===== src/rtl/core/shm_pkg.sv =====
// ----------------------------------------------------------------------------
// shm_pkg: shared types and constants of the sensor health monitor
// Sensor and channel counts, register indexes and the command bundle.
// ----------------------------------------------------------------------------
package shm_pkg;

  localparam int NUM_SENSORS = 2;
  localparam int CHANNELS    = 8;
  localparam int SENS_W      = (NUM_SENSORS > 1) ? $clog2(NUM_SENSORS) : 1;

  // configuration port
  localparam int CFG_IDX_W = 4;
  localparam int CFG_DAT_W = 16;

  localparam logic [CFG_IDX_W-1:0] CFG_ACTIVE_CHANNELS = 4'd0;
  localparam logic [CFG_IDX_W-1:0] CFG_CHECK_INTERVAL  = 4'd1;
  localparam logic [CFG_IDX_W-1:0] CFG_MAX_UPDATE_GAP  = 4'd2;
  localparam logic [CFG_IDX_W-1:0] CFG_RATE_MULTIPLIER = 4'd3;

  localparam logic [19:0] RATE_MAX = 20'hFFFFF;

  // input function codes
  localparam logic FUNC_SAMPLE = 1'b0;
  localparam logic FUNC_POLL   = 1'b1;

  // controller to datapath commands
  typedef struct packed {
    logic              sample_wr;  // store a sample beat
    logic              latch_now;  // capture the poll time
    logic              check_en;   // run the check of sensor sel
    logic [SENS_W-1:0] sel;        // sensor under check
  } shm_cmd_t;

endpackage


===== src/rtl/core/shm_ctrl.sv =====
// ----------------------------------------------------------------------------
// shm_ctrl: sequencer of the sensor health monitor
// Takes input beats, walks the sensors on a poll and hands out results.
// ----------------------------------------------------------------------------
module shm_ctrl (
  input  logic              clk,
  input  logic              rst,
  input  logic              in_valid,
  input  logic              func,
  output logic              in_ready,
  output logic              out_valid,
  input  logic              out_ready,
  output shm_pkg::shm_cmd_t cmd
);
  import shm_pkg::*;

  localparam logic [1:0] ST_IDLE  = 2'd0;
  localparam logic [1:0] ST_CHECK = 2'd1;
  localparam logic [1:0] ST_OUT   = 2'd2;

  logic [1:0]        state;
  logic [1:0]        state_next;
  logic [SENS_W-1:0] cnt;
  logic [SENS_W-1:0] cnt_next;
  logic              last;
  logic              in_acc;
  logic              out_acc;

  assign in_ready  = (state == ST_IDLE);
  assign out_valid = (state == ST_OUT);
  assign in_acc    = in_valid & in_ready;
  assign out_acc   = out_valid & out_ready;
  assign last      = (cnt == SENS_W'(NUM_SENSORS - 1));

  // commands
  always_comb begin
    cmd.sample_wr = in_acc & (func == FUNC_SAMPLE);
    cmd.latch_now = in_acc & (func == FUNC_POLL);
    cmd.check_en  = (state == ST_CHECK);
    cmd.sel       = cnt;
  end

  // next state
  always_comb begin
    state_next = state;
    cnt_next   = cnt;
    unique case (state)
      ST_IDLE: begin
        if (in_acc && func == FUNC_POLL) begin
          state_next = ST_CHECK;
          cnt_next   = '0;
        end
      end
      ST_CHECK: begin
        state_next = ST_OUT;
      end
      ST_OUT: begin
        if (out_acc) begin
          if (last) begin
            state_next = ST_IDLE;
          end else begin
            state_next = ST_CHECK;
            cnt_next   = cnt + 1'b1;
          end
        end
      end
      default: begin
        state_next = ST_IDLE;
      end
    endcase
  end

  always_ff @(posedge clk) begin
    if (rst) begin
      state <= ST_IDLE;
      cnt   <= '0;
    end else begin
      state <= state_next;
      cnt   <= cnt_next;
    end
  end

`ifndef SYNTHESIS
  a_poll_starts_at_zero: assert property (@(posedge clk) disable iff (rst)
    cmd.latch_now |=> (cmd.check_en && cmd.sel == '0))
    else $error("poll did not start a check of the first sensor");

  a_check_then_result: assert property (@(posedge clk) disable iff (rst)
    cmd.check_en |=> (out_valid && $stable(cmd.sel)))
    else $error("check not followed by its result");

  a_last_result_frees_input: assert property (@(posedge clk) disable iff (rst)
    (out_valid && out_ready && last) |=> in_ready)
    else $error("input not freed after last result");

  a_no_overlap: assert property (@(posedge clk) disable iff (rst)
    !(in_ready && (out_valid || cmd.check_en)))
    else $error("input taken while a poll is running");
`endif

endmodule


===== src/rtl/core/shm_dp.sv =====
// ----------------------------------------------------------------------------
// shm_dp: datapath of the sensor health monitor
// Per-sensor stores, configuration registers, check logic and result register.
// ----------------------------------------------------------------------------
module shm_dp (
  input  logic                             clk,
  input  logic                             rst,
  input  shm_pkg::shm_cmd_t                cmd,
  input  logic                             cfg_valid,
  input  logic [shm_pkg::CFG_IDX_W-1:0]    cfg_index,
  input  logic [shm_pkg::CFG_DAT_W-1:0]    cfg_data,
  input  logic [2:0]                       sensor_index,
  input  logic [31:0]                      now_ms,
  input  logic signed [31:0]               chan_in [8],
  output logic [2:0]                       which_sensor,
  output logic                             checked,
  output logic                             healthy,
  output logic [19:0]                      rate_hz,
  output logic                             last_of_run
);
  import shm_pkg::*;

  // configuration
  logic [3:0]  active_channels;
  logic [15:0] check_interval_ms;
  logic [15:0] max_update_gap_ms;
  logic [4:0]  rate_multiplier;

  // per-sensor state
  logic [31:0] sample_row [NUM_SENSORS][CHANNELS];
  logic [31:0] prev_row   [NUM_SENSORS][CHANNELS];
  logic [31:0] last_sample_time [NUM_SENSORS];
  logic [31:0] last_check_time  [NUM_SENSORS];
  logic [15:0] sample_count     [NUM_SENSORS];
  logic        good_flag        [NUM_SENSORS];

  logic [31:0] now_q;

  // check terms
  logic [SENS_W-1:0]   wr_sel;
  logic                wr_ok;
  logic [31:0]         since_chk;
  logic [31:0]         age;
  logic                due;
  logic                stale;
  logic [CHANNELS-1:0] mask;
  logic [CHANNELS-1:0] diff;
  logic                changed;
  logic [20:0]         prod;
  logic [19:0]         rate_sat;

  assign wr_sel = sensor_index[SENS_W-1:0];
  assign wr_ok  = ({1'b0, sensor_index} < 4'(NUM_SENSORS));

  // configuration writes
  always_ff @(posedge clk) begin
    if (rst) begin
      active_channels   <= 4'd8;
      check_interval_ms <= 16'd100;
      max_update_gap_ms <= 16'd16;
      rate_multiplier   <= 5'd10;
    end else if (cfg_valid) begin
      unique case (cfg_index)
        CFG_ACTIVE_CHANNELS: active_channels   <= cfg_data[3:0];
        CFG_CHECK_INTERVAL:  check_interval_ms <= cfg_data;
        CFG_MAX_UPDATE_GAP:  max_update_gap_ms <= cfg_data;
        CFG_RATE_MULTIPLIER: rate_multiplier   <= cfg_data[4:0];
        default: ;
      endcase
    end
  end

  // check of the selected sensor
  assign since_chk = now_q - last_check_time[cmd.sel];
  assign age       = now_q - last_sample_time[cmd.sel];
  assign due       = (since_chk >= {16'd0, check_interval_ms});
  assign stale     = (age > {16'd0, max_update_gap_ms});

  always_comb begin
    for (int c = 0; c < CHANNELS; c++) begin
      mask[c] = (4'(c) < active_channels);
      diff[c] = mask[c] & (sample_row[cmd.sel][c] != prev_row[cmd.sel][c]);
    end
  end

  assign changed  = |diff;
  assign prod     = 21'(sample_count[cmd.sel]) * 21'(rate_multiplier);
  assign rate_sat = prod[20] ? RATE_MAX : prod[19:0];

  // poll time
  always_ff @(posedge clk) begin
    if (cmd.latch_now) begin
      now_q <= now_ms;
    end
  end

  // sensor state
  always_ff @(posedge clk) begin
    if (rst) begin
      for (int s = 0; s < NUM_SENSORS; s++) begin
        for (int c = 0; c < CHANNELS; c++) begin
          sample_row[s][c] <= '0;
          prev_row[s][c]   <= '0;
        end
        last_sample_time[s] <= '0;
        last_check_time[s]  <= '0;
        sample_count[s]     <= '0;
        good_flag[s]        <= 1'b0;
      end
    end else if (cmd.sample_wr) begin
      if (wr_ok) begin
        for (int c = 0; c < CHANNELS; c++) begin
          sample_row[wr_sel][c] <= chan_in[c];
        end
        last_sample_time[wr_sel] <= now_ms;
        if (sample_count[wr_sel] != 16'hFFFF) begin
          sample_count[wr_sel] <= sample_count[wr_sel] + 16'd1;
        end
      end
    end else if (cmd.check_en && due) begin
      sample_count[cmd.sel]    <= '0;
      last_check_time[cmd.sel] <= now_q;
      if (stale) begin
        good_flag[cmd.sel] <= 1'b0;
      end else begin
        good_flag[cmd.sel] <= changed;
        for (int c = 0; c < CHANNELS; c++) begin
          if (mask[c]) begin
            prev_row[cmd.sel][c] <= sample_row[cmd.sel][c];
          end
        end
      end
    end
  end

  // result register
  always_ff @(posedge clk) begin
    if (cmd.check_en) begin
      which_sensor <= 3'(cmd.sel);
      checked      <= due;
      healthy      <= due ? (!stale && changed) : good_flag[cmd.sel];
      rate_hz      <= due ? rate_sat : '0;
      last_of_run  <= (cmd.sel == SENS_W'(NUM_SENSORS - 1));
    end
  end

endmodule


===== src/rtl/core/sensor_health_monitor.sv =====
// ----------------------------------------------------------------------------
// sensor_health_monitor: top level
// Sample beat: stored, no result. Poll beat: one result per sensor, from a check
// state, then the result register, held while the output stalls; input is held
// off until the last result goes. Reset clears all but poll time and results.
// ----------------------------------------------------------------------------
module sensor_health_monitor (
  input  logic                          clk,
  input  logic                          rst,
  input  logic                          cfg_valid,
  output logic                          cfg_ready,
  input  logic [shm_pkg::CFG_IDX_W-1:0] cfg_index,
  input  logic [shm_pkg::CFG_DAT_W-1:0] cfg_data,
  input  logic                          in_valid,
  output logic                          in_ready,
  input  logic                          func,
  input  logic [2:0]                    sensor_index,
  input  logic [31:0]                   now_ms,
  input  logic signed [31:0]            chan0,
  input  logic signed [31:0]            chan1,
  input  logic signed [31:0]            chan2,
  input  logic signed [31:0]            chan3,
  input  logic signed [31:0]            chan4,
  input  logic signed [31:0]            chan5,
  input  logic signed [31:0]            chan6,
  input  logic signed [31:0]            chan7,
  output logic                          out_valid,
  input  logic                          out_ready,
  output logic [2:0]                    which_sensor,
  output logic                          checked,
  output logic                          healthy,
  output logic [19:0]                   rate_hz,
  output logic                          last_of_run
);
  import shm_pkg::*;

  shm_cmd_t           cmd;
  logic signed [31:0] chan_in [8];

  // registers are always writable
  assign cfg_ready = 1'b1;

  assign chan_in[0] = chan0;
  assign chan_in[1] = chan1;
  assign chan_in[2] = chan2;
  assign chan_in[3] = chan3;
  assign chan_in[4] = chan4;
  assign chan_in[5] = chan5;
  assign chan_in[6] = chan6;
  assign chan_in[7] = chan7;

  shm_ctrl u_ctrl (
    .clk       (clk),
    .rst       (rst),
    .in_valid  (in_valid),
    .func      (func),
    .in_ready  (in_ready),
    .out_valid (out_valid),
    .out_ready (out_ready),
    .cmd       (cmd)
  );

  shm_dp u_dp (
    .clk          (clk),
    .rst          (rst),
    .cmd          (cmd),
    .cfg_valid    (cfg_valid),
    .cfg_index    (cfg_index),
    .cfg_data     (cfg_data),
    .sensor_index (sensor_index),
    .now_ms       (now_ms),
    .chan_in      (chan_in),
    .which_sensor (which_sensor),
    .checked      (checked),
    .healthy      (healthy),
    .rate_hz      (rate_hz),
    .last_of_run  (last_of_run)
  );

endmodule

===== config.mk =====
export PLATFORM = sky130hd
export DESIGN_NAME = sensor_health_monitor
export DESIGN_NICKNAME = d
export VERILOG_FILES = /design/src/rtl/core/shm_pkg.sv /design/src/rtl/core/shm_ctrl.sv /design/src/rtl/core/shm_dp.sv /design/src/rtl/core/sensor_health_monitor.sv
export SDC_FILE = /design/constraint.sdc
export NUM_CORES = 2
export LEC_CHECK = 0
export BUFFER_PORTS_ARGS = -buffer_cell sky130_fd_sc_hd__buf_4
export CORE_ASPECT_RATIO = 0.8
export CORE_MARGIN = 4
export CORE_UTILIZATION = 35
export CTS_CLUSTER_DIAMETER = 50
export DETAILED_ROUTE_END_ITERATION = 6
export PLACE_DENSITY_LB_ADDON = 0.05
export SLEW_MARGIN = 20
export SYNTH_ARGS = -nofsm -noshare
export SYNTH_HDL_FRONTEND = slang
export SYNTH_SLANG_ARGS = --single-unit

===== constraint.sdc =====
create_clock -name clk -period 9.5 [get_ports clk]
set_input_delay 1.425 -clock clk [delete_from_list [all_inputs] [get_ports clk]]
set_output_delay 1.425 -clock clk [all_outputs]
set_load 0.01 [all_outputs]

==> impl_metrics.toml <==
[run_status]
status = "finished, final reports clean"

[timing]
finalSetupTns_ns = 0
post-route-min-period_ns = 7.75
rsz0062_at_grt = "false"
finalHoldViolCount = 0
finalCritPeriodShare = 0.816
setup-violations-final = 0
slew_hr = 0.242
maxSlewViolCount = 0
finalClockSkew_ns = 0.0281
worst_slew_pin_slew_ns = 1.13
fmax_ghz = 0.129

[worst_hold_path]
worst_hold_startpoint = "u_dp.check_interval_ms[11]$_SDFFE_PP0P_"
min-delay-path-class = "flip-flop to flip-flop"

[worst_setup_path]
timing.critical_path.required_ns = 9.91
crit_slowest_cell = "dfxtp_4"
critical_path.most_common_cell = "buf_4"
worst-path-max-fanout = 164
worstSetupPathType = "flip-flop to flip-flop"
type_of_origin_of_the_critical_path = "flip-flop"
kind_of_cell_with_the_highest_combined_delay_on_the_critical_path = "compound AO/OA/AOI/OAI gates"
rrSetupSlack_ns = 1.75
critical_path_buf_inv_count = 4
cp_cell_sequence = "buf_4, mux2i_1, ha_1, o21ai_0, a211oi_1, o41ai_1, a31oi_1, nor2_1, xnor2_1, ha_1, nand4_1, or4_1, o31ai_1, nand4_1, nor4_1, o2111ai_1, nor4_1, buf_4, o311ai_4, buf_12, o41ai_4, buf_4"
timing.critical_path.arrival_ns = 8.17
end_kind = "flip-flop"
cp_max_stage_delay_ns = 0.85

[placed_design]
placement.io_buffers = 342
post_dp_cell_area_sq_mm = 0.0706
detailedPlacementHpwl_um = 121000
finalWeightedCongestion = 0.855

[clock_tree]
h-tree-depth = 4
cts_post_setup_buffers_inserted = 0
tritoncts = "built"
master_cell_of_the_clock_root_buffer = "clkbuf_16"
worst_skew_pair.late_latency_ns = 0.78
tritoncts_num_sinks = 1286
clk_transition_reported_paths_ns = 0.06
cts.repair.resized = 0
numCtsBuffers = 162
holdBufCountCts = 0
clk_path_buf_depth = 3

[finish]
layout-area-overhead-vs-synth_pct = 16.4
design_area_sq_mm = 0.0758
nNetsFinal = 6020
fill_cell_count = 17600
multi_input_area_sq_mm = 0.0254
layout-drive-gt1-share = 0.131
seqCellArea_sq_mm = 0.0382
final_util = 0.410

[route]
detail_route.vias_per_cell = 5.11
finalWirelength_um = 188000
drtAntennaViolNets = 0
drcViolationCount = 0
drt_pass1_iterations = 5
number_of_drc_markers_in_iteration_0 = 2440
via_count = 41400
wl_per_cell_um = 23.2

[synth]
post_synthesis_sequential_area_ratio = 0.586
syn-instance-count = 5276
postSynth.asyncResetShare = 0
post_synth.cell_area_avg_sq_um = 12.3
netlist_area_sq_mm = 0.0651
yosysUniqueCellTypes = 71
ys_dominant_reg_cell = "edfxtp_1"
synth_warnings = 0
synth_enable_flop_cells = 1241
synth-seq-cells = 1286

[power]
static-leakage-power_nw = 26.4
cellPowerDensity_mw_per_mm2 = 183
ir_drop_uv = 121

[floorplanning]
rows = 141
die_h_um = 394
floorplan.initialDensity = 0.352
core_sq_mm = 0.185
die_span_x_um = 490
num_io_pins = 346
die_area_sq_mm = 0.193

[global_routing]
grt_util_all_layers = 0.190
grt_pass1_wl_um = 279000
grt_pass1_vias = 41600
antenna_found_initial = 14
grt_max_degree = 165
global_route.overflow_total = 0

[job]
cap_viol_max_count = 0
## layer usage
metal | global-route usage | share of wire | routed length [um] | vias up
li1 | - | - | - | 19900
met1 | 0.277 | 0.49 | 91800 | 20500
met2 | 0.296 | 0.45 | 84900 | 784
met3 | 0.0292 | 0.038 | 7150 | 214
met4 | 0.0458 | 0.021 | 4030 | 2
met5 | 0 | 0.00011 | 20 | -
## cells in the final DEF, fill, tap and decap left out, drive strengths merged, types with 22 or more instances in the layout
cell type	n
a21oi	141
and2	325
and3	75
buf	437
clkbuf	193
clkinv	56
dfxtp	45
edfxtp	1241
fa	44
ha	128
inv	151
mux2	22
mux2i	343
nand2	214
nand3	40
nand4	105
nor2	275
nor2b	244
nor3	319
nor4	201
nor4b	160
o21ai	63
xnor2	355
xor2	227
## area by class of cell
type | count | area share
Clock buffer | 193 | 0.0559
Inverter | 137 | 0.00682
Multi-Input combinational cell | 3507 | 0.335
Timing Repair Buffer | 437 | 0.0460
Tap cell | 2431 | 0.0401
Sequential cell | 1286 | 0.504
Clock inverter | 96 | 0.0123
Antenna cell | 10 | 0.000330
## state kept, by name (all words and copies together), names as in the netlist, named ones only
register,flops
u_dp.sample_row,512
u_dp.last_check_time,64
u_dp.active_channels,4
u_ctrl.state,2
u_dp.rate_hz,20
u_dp.good_flag,2
u_dp.check_interval_ms,16
u_dp.checked,1
u_ctrl.cnt,1
u_dp.last_of_run,1
u_dp.rate_multiplier,5
u_dp.prev_row,512
u_dp.healthy,1
u_dp.sample_count,32
u_dp.max_update_gap_ms,16
u_dp.now_q,32
u_dp.last_sample_time,64
## power by group
group | internal (mW) | leakage [nW] | total, mW | switching, mW
Clock | 3.52 | 2.49 | 6.01 | 2.49
Sequential | 6.44 | 13.1 | 6.57 | 0.137
Combinational | 0.498 | 10.9 | 1.26 | 0.759
## metrics by stage
| stage | instances | hold slack [ns] | setup slack (ns) | total power, mW |
|---|---|---|---|---|
| after floorplan | 5277 | 0.406 | -0.976 | 7.47 |
| after global placement | 7798 | 0.444 | 1.86 | 7.97 |
| after detailed placement | 7798 | 0.450 | 1.89 | 7.96 |
| after CTS | 8087 | 0.457 | 1.89 | 14.1 |
| after global routing | 8090 | 0.474 | 1.22 | 14.4 |
| final | 8097 | 0.455 | 1.75 | 13.8 |
## path summary, 6_finish.rpt
check | cells past startpoint | end
worst max-delay path | 22 | u_dp.prev_row[0][189]$_SDFFCE_PN0P_
worst min-delay path | 2 | u_dp.check_interval_ms[11]$_SDFFE_PP0P_
worst max register to register | 22 | u_dp.prev_row[0][189]$_SDFFCE_PN0P_
worst min register to register | 2 | u_dp.check_interval_ms[11]$_SDFFE_PP0P_
## worst reg2reg max path, stage by stage (launching register included)
cell and delay, ns:
dfxtp_4 0.85, buf_4 0.74, mux2i_1 0.20, ha_1 0.44
o21ai_0 0.14, a211oi_1 0.25, o41ai_1 0.11, a31oi_1 0.49
nor2_1 0.11, xnor2_1 0.15, ha_1 0.32, nand4_1 0.16
or4_1 0.56, o31ai_1 0.13, nand4_1 0.14, nor4_1 0.27
o2111ai_1 0.18, nor4_1 0.30, buf_4 0.21, o311ai_4 0.15
buf_12 0.28, o41ai_4 0.74, buf_4 0.47
## synth_stat cells, types with 22 or more instances
cell         n  area (sq um)
ha_1       128          1600
dfxtp_1     45           901
nand4_1    105           657
nand2_1    214           803
xor2_1     227          1990
o21ai_0     58           290
a21oi_1    141           706
and2_1     325          2030
mux2_2      22           248
xnor2_1    355          3110
nor2_1     275          1030
fa_1        44           881
mux2i_1    343          3430
nor4b_1    160          1400
nand3_1     40           200
and3_1      75           469
nor3_1     319          1600
edfxtp_1  1241         37300
nor4_1     201          1260
buf_2       92           460
nor2b_1    244          1530
clkbuf_1   229           860
inv_1      135           507
## kinds of logic (layout without fill, tap and decap cells)
logic type / count (synthesis) / count (layout) / share of synthesized area
AND/OR/NAND/NOR: 2003 / 2003 / 0.173
flip-flops: 1286 / 1286 / 0.586
XOR/XNOR: 582 / 582 / 0.0783
buffers and inverters: 484 / 863 / 0.0300
AO/OA/AOI/OAI: 382 / 382 / 0.0377
multiplexers: 365 / 365 / 0.0565
adder cells (fa/ha/maj): 172 / 172 / 0.0381
other: 2 / 13 / 0.000115
(Power assumes the default switching activity.)
